[src/rtl/cce_pkg.sv]
package cce_pkg;

  localparam int MAX_ROWS = 4096;
  localparam int ROW_W = 12;
  localparam int ROW_MAX = (1 << ROW_W) - 1;
  localparam logic [ROW_W-1:0] ROW_LIMIT =
    ROW_W'(((MAX_ROWS - 1) > ROW_MAX) ? ROW_MAX : (MAX_ROWS - 1));

  // front queue between the row tagger and the distance sequencer
  localparam int QDEPTH = 2;
  localparam int QPTR_W = (QDEPTH > 1) ? $clog2(QDEPTH) : 1;
  localparam int QCNT_W = $clog2(QDEPTH + 1);

  localparam int THR_W = 16;
  localparam int SMOOTH_W = 14;
  localparam int CFG_AW = 3;
  localparam int CFG_DW = 32;

  localparam logic [CFG_AW-3:0] REG_THRESHOLD = 1'b0;
  localparam logic [CFG_AW-3:0] REG_SMOOTHING = 1'b1;

  typedef struct packed {
    logic [7:0] pixel_red;
    logic [7:0] pixel_green;
    logic [7:0] pixel_blue;
    logic       column_end;
  } cce_in_t;

  typedef struct packed {
    logic [ROW_W-1:0] edge_row;
    logic             edge_found;
  } cce_out_t;

  typedef struct packed {
    cce_in_t          pix;
    logic [ROW_W-1:0] row;
  } cce_work_t;

endpackage

[src/rtl/cce_front.sv]
module cce_front (
  input  logic               clk,
  input  logic               rst_n,
  input  logic               push,
  input  cce_pkg::cce_in_t   in_item,
  output logic               full,
  output logic               q_valid,
  input  logic               q_pop,
  output cce_pkg::cce_work_t q_item
);
  import cce_pkg::*;

  cce_work_t          q_mem_r [QDEPTH];
  logic [QPTR_W-1:0]  wr_ptr_r;
  logic [QPTR_W-1:0]  rd_ptr_r;
  logic [QCNT_W-1:0]  cnt_r;
  logic [ROW_W-1:0]   row_r;
  logic [ROW_W-1:0]   row_nxt;
  logic [QCNT_W-1:0]  cnt_nxt;
  logic               accept;
  logic               do_pop;

  assign full    = (cnt_r == QCNT_W'(QDEPTH));
  assign q_valid = (cnt_r != '0);
  assign q_item  = q_mem_r[rd_ptr_r];
  assign accept  = push && !full;
  assign do_pop  = q_pop && q_valid;

  // tag each pixel with its row; saturate on long columns
  always_comb begin
    row_nxt = row_r;
    if (accept) begin
      if (in_item.column_end) begin
        row_nxt = '0;
      end else if (row_r < ROW_LIMIT) begin
        row_nxt = row_r + 1'b1;
      end
    end
  end

  always_comb begin
    cnt_nxt = cnt_r;
    if (accept && !do_pop) begin
      cnt_nxt = cnt_r + 1'b1;
    end else if (!accept && do_pop) begin
      cnt_nxt = cnt_r - 1'b1;
    end
  end

  always_ff @(posedge clk) begin
    if (!rst_n) begin
      wr_ptr_r <= '0;
      rd_ptr_r <= '0;
      cnt_r    <= '0;
      row_r    <= '0;
    end else begin
      cnt_r <= cnt_nxt;
      row_r <= row_nxt;
      if (accept) begin
        q_mem_r[wr_ptr_r] <= '{pix: in_item, row: row_r};
        wr_ptr_r <= (wr_ptr_r == QPTR_W'(QDEPTH - 1)) ? '0 : wr_ptr_r + 1'b1;
      end
      if (do_pop) begin
        rd_ptr_r <= (rd_ptr_r == QPTR_W'(QDEPTH - 1)) ? '0 : rd_ptr_r + 1'b1;
      end
    end
  end

endmodule

[src/rtl/cce_back.sv]
module cce_back (
  input  logic                          clk,
  input  logic                          rst_n,
  input  logic                          q_valid,
  input  cce_pkg::cce_work_t            q_item,
  output logic                          q_pop,
  input  logic [cce_pkg::THR_W-1:0]     threshold_q8,
  input  logic [cce_pkg::SMOOTH_W-1:0]  smoothing_q16,
  output logic                          out_valid,
  input  logic                          out_pop,
  output cce_pkg::cce_out_t             out_item
);
  import cce_pkg::*;

  typedef enum logic [1:0] {ST_IDLE, ST_SQ, ST_WT, ST_DEC} state_t;

  localparam int PROD_W = 8 + SMOOTH_W;

  state_t             state_r;
  logic [7:0]         ref_r   [3];
  logic [7:0]         cref_r  [3];
  logic [7:0]         absd_r  [3];
  logic               pge_r   [3];
  logic [15:0]        sq_r    [3];
  logic [PROD_W-1:0]  lp_r    [3];
  logic [7:0]         rmean_r;
  logic [2*THR_W-1:0] tsq_r;
  logic [25:0]        wr_r;
  logic [25:0]        wb_r;
  logic               hit_flag_r;
  logic [ROW_W-1:0]   hit_row_r;
  cce_work_t          item_r;
  logic               out_valid_r;
  cce_out_t           out_item_r;

  logic [7:0]         pix     [3];
  logic [7:0]         cur     [3];
  logic [7:0]         absd_nxt[3];
  logic               pge_nxt [3];
  logic [15:0]        sq_nxt  [3];
  logic [PROD_W-1:0]  lp_nxt  [3];
  logic [7:0]         lerp_nxt[3];
  logic [8:0]         rsum;
  logic [7:0]         rmean_nxt;
  logic [9:0]         wred;
  logic [9:0]         wblue;
  logic [25:0]        wr_nxt;
  logic [25:0]        wb_nxt;
  logic [2*THR_W-1:0] tsq_nxt;
  logic [19:0]        d2;
  logic               is_edge;
  logic               slot_free;
  logic               hit_nxt;
  logic [ROW_W-1:0]   hit_row_nxt;

  function automatic logic [7:0] lerp_ch(input logic [7:0] cref, input logic up,
                                         input logic [PROD_W-1:0] prod);
    logic [PROD_W:0] rnd;
    rnd = {1'b0, prod} + (PROD_W+1)'(16'hFFFF);
    if (up) begin
      lerp_ch = cref + 8'(prod[PROD_W-1:16]);
    end else begin
      lerp_ch = cref - 8'(rnd[PROD_W:16]);
    end
  endfunction

  assign pix[0] = q_item.pix.pixel_red;
  assign pix[1] = q_item.pix.pixel_green;
  assign pix[2] = q_item.pix.pixel_blue;

  // first pixel of a column is its own reference
  always_comb begin
    for (int c = 0; c < 3; c++) begin
      cur[c]      = (q_item.row == '0) ? pix[c] : ref_r[c];
      absd_nxt[c] = (cur[c] >= pix[c]) ? cur[c] - pix[c] : pix[c] - cur[c];
      pge_nxt[c]  = (pix[c] >= cur[c]);
      sq_nxt[c]   = 16'(absd_r[c]) * 16'(absd_r[c]);
      lp_nxt[c]   = PROD_W'(absd_r[c]) * PROD_W'(smoothing_q16);
      lerp_nxt[c] = lerp_ch(cref_r[c], pge_r[c], lp_r[c]);
    end
  end

  assign rsum      = {1'b0, cur[0]} + {1'b0, pix[0]};
  assign rmean_nxt = rsum[8:1];
  assign tsq_nxt   = (2*THR_W)'(threshold_q8) * (2*THR_W)'(threshold_q8);
  assign wred      = 10'd512 + {2'b00, rmean_r};
  assign wblue     = 10'd767 - {2'b00, rmean_r};
  assign wr_nxt    = 26'(wred) * 26'(sq_r[0]);
  assign wb_nxt    = 26'(wblue) * 26'(sq_r[2]);

  assign d2      = {2'b00, wr_r[25:8]} + {2'b00, sq_r[1], 2'b00} + {2'b00, wb_r[25:8]};
  assign is_edge = {d2, 16'h0000} > {4'h0, tsq_r};

  assign hit_nxt     = hit_flag_r || is_edge;
  assign hit_row_nxt = (!hit_flag_r && is_edge) ? item_r.row : hit_row_r;

  // a column end needs the result slot free before it starts
  assign slot_free = !out_valid_r || out_pop;
  assign q_pop     = (state_r == ST_IDLE) && q_valid &&
                     (!q_item.pix.column_end || slot_free);

  assign out_valid = out_valid_r;
  assign out_item  = out_item_r;

  always_ff @(posedge clk) begin
    if (!rst_n) begin
      state_r     <= ST_IDLE;
      hit_flag_r  <= 1'b0;
      hit_row_r   <= '0;
      out_valid_r <= 1'b0;
      for (int c = 0; c < 3; c++) begin
        ref_r[c] <= '0;
      end
    end else begin
      if (out_pop && out_valid_r) begin
        out_valid_r <= 1'b0;
      end
      unique case (state_r)
        ST_IDLE: begin
          if (q_pop) begin
            item_r  <= q_item;
            rmean_r <= rmean_nxt;
            for (int c = 0; c < 3; c++) begin
              cref_r[c] <= cur[c];
              absd_r[c] <= absd_nxt[c];
              pge_r[c]  <= pge_nxt[c];
            end
            state_r <= ST_SQ;
          end
        end
        ST_SQ: begin
          tsq_r <= tsq_nxt;
          for (int c = 0; c < 3; c++) begin
            sq_r[c] <= sq_nxt[c];
            lp_r[c] <= lp_nxt[c];
          end
          state_r <= ST_WT;
        end
        ST_WT: begin
          wr_r    <= wr_nxt;
          wb_r    <= wb_nxt;
          state_r <= ST_DEC;
        end
        ST_DEC: begin
          if (!hit_flag_r && !is_edge) begin
            for (int c = 0; c < 3; c++) begin
              ref_r[c] <= lerp_nxt[c];
            end
          end
          if (item_r.pix.column_end) begin
            out_valid_r           <= 1'b1;
            out_item_r.edge_found <= hit_nxt;
            out_item_r.edge_row   <= hit_nxt ? hit_row_nxt : '0;
            hit_flag_r            <= 1'b0;
            hit_row_r             <= '0;
          end else begin
            hit_flag_r <= hit_nxt;
            hit_row_r  <= hit_row_nxt;
          end
          state_r <= ST_IDLE;
        end
        default: state_r <= ST_IDLE;
      endcase
    end
  end

  a_one_in_flight: assert property (@(posedge clk) disable iff (!rst_n)
    (state_r == ST_SQ) |-> ($past(state_r) == ST_IDLE))
    else $error("sequencer entered square step without a pop");

  a_result_from_dec: assert property (@(posedge clk) disable iff (!rst_n)
    $rose(out_valid_r) |-> ($past(state_r) == ST_DEC && $past(item_r.pix.column_end)))
    else $error("result written outside a column end");

  a_hit_row_latch: assert property (@(posedge clk) disable iff (!rst_n)
    $rose(hit_flag_r) |-> (hit_row_r == $past(item_r.row)))
    else $error("edge row does not match the hitting pixel");

  a_no_pop_busy: assert property (@(posedge clk) disable iff (!rst_n)
    q_pop |-> (state_r == ST_IDLE && !(q_item.pix.column_end && out_valid_r && !out_pop)))
    else $error("request popped while busy or result slot taken");

endmodule

[src/rtl/column_colour_edge_finder.sv]
// Flow: an accepted pixel enters the front queue and is popped once the sequencer
//   is idle; it then passes ST_SQ, ST_WT and ST_DEC, which registers a column result.
// Throughput: the back end takes a new pixel only when its four-step distance sequencer
//   (abs diff, squares, weighting, compare and reference update) is idle.
// Reset: rst_n is synchronous, active low; it clears the queues, row counter,
//   reference colour, edge state and both configuration registers.
module column_colour_edge_finder (
  input  logic                          clk,
  input  logic                          rst_n,
  input  logic                          push,
  input  cce_pkg::cce_in_t              in_item,
  output logic                          full,
  output logic                          empty,
  input  logic                          pop,
  output cce_pkg::cce_out_t             out_item,
  input  logic                          psel,
  input  logic                          penable,
  input  logic                          pwrite,
  input  logic [cce_pkg::CFG_AW-1:0]    paddr,
  input  logic [cce_pkg::CFG_DW-1:0]    pwdata,
  output logic [cce_pkg::CFG_DW-1:0]    prdata,
  output logic                          pready
);
  import cce_pkg::*;

  logic [THR_W-1:0]    threshold_r;
  logic [SMOOTH_W-1:0] smoothing_r;
  logic [CFG_AW-3:0]   reg_idx;
  logic                cfg_wr;
  logic                q_valid;
  logic                q_pop;
  logic                out_valid;
  cce_work_t           q_item;

  assign pready  = 1'b1;
  assign reg_idx = paddr[CFG_AW-1:2];
  assign cfg_wr  = psel && penable && pwrite && pready;

  always_comb begin
    unique case (reg_idx)
      REG_THRESHOLD: prdata = {{(CFG_DW-THR_W){1'b0}}, threshold_r};
      REG_SMOOTHING: prdata = {{(CFG_DW-SMOOTH_W){1'b0}}, smoothing_r};
      default:       prdata = '0;
    endcase
  end

  always_ff @(posedge clk) begin
    if (!rst_n) begin
      threshold_r <= '0;
      smoothing_r <= '0;
    end else if (cfg_wr) begin
      unique case (reg_idx)
        REG_THRESHOLD: threshold_r <= pwdata[THR_W-1:0];
        REG_SMOOTHING: smoothing_r <= pwdata[SMOOTH_W-1:0];
        default: ;
      endcase
    end
  end

  cce_front u_front (
    .clk     (clk),
    .rst_n   (rst_n),
    .push    (push),
    .in_item (in_item),
    .full    (full),
    .q_valid (q_valid),
    .q_pop   (q_pop),
    .q_item  (q_item)
  );

  cce_back u_back (
    .clk           (clk),
    .rst_n         (rst_n),
    .q_valid       (q_valid),
    .q_item        (q_item),
    .q_pop         (q_pop),
    .threshold_q8  (threshold_r),
    .smoothing_q16 (smoothing_r),
    .out_valid     (out_valid),
    .out_pop       (pop),
    .out_item      (out_item)
  );

  assign empty = !out_valid;

endmodule
[config.mk]
export PLATFORM = sky130hd
export DESIGN_NAME = column_colour_edge_finder
export DESIGN_NICKNAME = d
export VERILOG_FILES = /design/src/rtl/cce_pkg.sv /design/src/rtl/cce_front.sv /design/src/rtl/cce_back.sv /design/src/rtl/column_colour_edge_finder.sv
export SDC_FILE = /design/constraint.sdc
export NUM_CORES = 2
export LEC_CHECK = 0
export ABC_AREA = 1
export ABC_CLOCK_PERIOD_IN_PS = 7800
export BUFFER_PORTS_ARGS = -buffer_cell sky130_fd_sc_hd__buf_4
export CORE_MARGIN = 2
export CORE_UTILIZATION = 60
export DETAILED_ROUTE_END_ITERATION = 6
export GPL_TIMING_DRIVEN = 0
export HOLD_SLACK_MARGIN = 0.15
export MAX_ROUTING_LAYER = met4
export PLACE_DENSITY = 0.77
export SLEW_MARGIN = 25
export SYNTH_ARGS = -nofsm -noshare
export SYNTH_HDL_FRONTEND = slang
export SYNTH_HIERARCHICAL = 1
export SYNTH_SLANG_ARGS = --single-unit
[constraint.sdc]
create_clock -name clk -period 7.8 [get_ports clk]
set_input_delay 0.78 -clock clk [delete_from_list [all_inputs] [get_ports clk]]
set_output_delay 0.78 -clock clk [all_outputs]
set_load 0.02 [all_outputs]
==> impl_metrics.toml <==
[yosys]
syn-cell-area_um2 = 52700
ys_types = 60
synth.top_cell.area_share = 0.253
synthCells = 6121
ys_ff_latch = 424
yosysSeqAreaShare = 0.230
yosys_most_used_dff = "edfxtp_1"
yosys_warnings = 6
synthArstFlopShare = 0
synth_area_leader_cell = "fa_1"
avgSynthCellArea_um2 = 8.60
ys_top_cells_by_area = "fa_1 25%, edfxtp_1 21%, ha_1 14%"
synth_edf_count = 361

[setup_path]
cp_common_cell = "fa_1"
crit_chain = "clkbuf_1 -> clkbuf_1 -> nand2_1 -> fa_1 -> inv_1 -> fa_1 -> fa_1 -> fa_1 -> fa_1 -> inv_1 -> fa_1 -> inv_1 -> ha_1 -> nand2_1 -> nor4_1 -> nand2_1 -> o211ai_1 -> nand3_1 -> nand2_1 -> a21oi_1 -> xor2_1"
r2r-start = "threshold_r[4]"
start_kind = "register"
end_kind = "register"
path_class = "register to register"
setup.worst_path.start = "threshold_r[4]"
arrival_ns = 7.58
cpPeakStageDelay_ns = 0.57
worst_path_max_delay_cell = "fa_1"
cp.required_ns = 8.17
crit_fanout = 10

[clock_network]
worstSkewPairLatency_ns = 0.65
numCtsBuffers = 50
postCtsHoldBufs = 0
cts_max_path_buffers = 3
ctsHtreeMaxLevel = 2
root_buffer = "clkbuf_16"
post_cts_buffers = 0
clock_sinks = 424
cts_resized = 0
clkTransAtPathRegs_ns = 0.06
cts_tree = "yes"

[route]
wl_mm = 122
vias = 39617
drtIter0Drc = 2534
wl_per_cell_um = 16.3
viasPerCell = 5.29
antenna_left = 0
drc_errors = 0
firstDrtPassIters = 6

[hold_path]
hold_class = "input pin to register"
hp-start = "in_item[17]"

[die]
die-height_um = 300
die_area_um2 = 90200
die_w_um = 300
placeableCoreArea_um2 = 86900
io_pins = 115
start_util = 0.606
num_rows = 108

[timing]
clock_skew_ns = 0.102
fin_crit_ns = 7.21
relSlewSlack = 0.352
fmax_ghz = 0.139
final-hold-violation-count = 0
tns_ns = 0
fin_crit_sh = 0.925
worst_slack_ns = 0.589
setup_viol = 0
rsz0062_at_grt = "false"
drv_slew = 0
tightest_slew_ns = 0.968

[global_route]
grtUsageTotal = 0.290
grt_pass1_vias = 40975
grt_max_degree = 98
grt_pass1_wl_mm = 203
overflow = 0
antenna_found_initial = 1

[placed_design]
gp_congestion = 0.947
dp_slack_ns = 0.728
hpwl_mm = 99.7
io_buffers = 79
place_area_um2 = 55000

[cells_and_area]
final_common_cell = "inv_1"
final_cell_area_um2 = 56800
fillers = 7190
areaGrowthSynthToFinish_pct = 7.83
final_layout_size_suffix_gt1_frac = 0.0491
fin_nets = 7601
final_cell_mix = "1482 x inv_1, 1281 x nand2_1, 665 x fa_1"

[run_status]
outcome = "complete, no violations"

[flow_run]
maxCapViolations = 0
==> final timing paths <==
check / to / slack [ns] / cells after the start
worst min-delay path: u_front/q_mem_r[0][29] / 0.31 / 1
worst max-delay path: u_back/tsq_r[28] / 0.59 / 21
worst min register to register: u_back/hit_row_r[0] / 0.47 / 2
worst max register to register: u_back/tsq_r[28] / 0.59 / 21
==> state kept, by name, indices dropped and copies added, names as in the netlist, 16 cells and up, named ones only <==
name and flops:
u_back/cref_r 24, u_back/wb_r 18, u_back/wr_r 18, u_back/sq_r 45
u_back/ref_r 24, u_back/tsq_r 31, threshold_r 16, u_front/q_mem_r 74
u_back/absd_r 24, u_back/lp_r 66
==> per-layer routing <==
layer / wire length (um) / up-vias / GRT usage
met5: 0 / - / -
met2: 60200 / 1213 / 0.491
met3: 7640 / 282 / 0.0403
li1: - / 18994 / -
met1: 49600 / 19128 / 0.359
met4: 4640 / 0 / 0.0942
==> stage by stage <==
stage          cells  hold slack [ns]   util
4_1_cts         7485            0.280  0.654
6_report        7486            0.313  0.654
2_1_floorplan   6148            0.440      -
3_5_place_dp    7392            0.460  0.633
5_1_grt         7486            0.292  0.654
3_3_place_gp    7382            0.449  0.631
==> synth_stat cells (10+ instances only) <==
master / instances
fa_1: 665
o21bai_1: 18
dfxtp_1: 63
o221ai_1: 12
ha_1: 580
xnor2_1: 82
nor3_1: 14
nand2_1: 1281
a21oi_1: 282
nor4_1: 10
a31oi_1: 15
buf_4: 20
buf_2: 15
o21ai_0: 164
inv_1: 1484
nand4_1: 25
nand3_1: 144
mux2_2: 50
a21o_1: 14
edfxtp_1: 361
xor2_1: 162
a21boi_0: 10
clkbuf_1: 161
nor2_1: 365
==> cell families (layout without fill, tap and decap cells) <==
group                    count (synthesis)  in the layout  synth area share
flip-flops                             424            424             0.230
other                                    4             32          0.000285
adder cells (fa/ha/maj)               1245           1245             0.391
AO/OA/AOI/OAI                          562            562            0.0594
AND/OR/NAND/NOR                       1884           1884             0.143
multiplexers                            59             59            0.0124
XOR/XNOR                               244            244            0.0406
buffers and inverters                 1699           1881             0.123
==> critical path: cells and delay by family, from the launching register on <==
| kind | cells | cell delay (ns) |
|---|---|---|
| flip-flops | 1 | 0.54 |
| buffers and inverters | 5 | 1.18 |
| adder cells (fa/ha/maj) | 7 | 3.58 |
| AND/OR/NAND/NOR | 6 | 1.05 |
| XOR/XNOR | 1 | 0.15 |
| AO/OA/AOI/OAI | 2 | 0.43 |
==> area by class of cell <==
class | instances | area [um2] | area share
repair buffers | 89 | 761 | 0.0134
multi-input cells | 4025 | 34200 | 0.602
well taps | 1155 | 1450 | 0.0254
flip-flops and latches | 424 | 12100 | 0.213
inverters | 1488 | 5590 | 0.0985
clock buffers | 57 | 1340 | 0.0236
diodes | 1 | 2.50 | 0.0000441
plain buffers | 211 | 918 | 0.0162
clock inverters | 36 | 432 | 0.00760
Power is left out: the tool's default activity adds up to more than one toggle a clock period on the data nets, which glitch-free logic cannot reach.
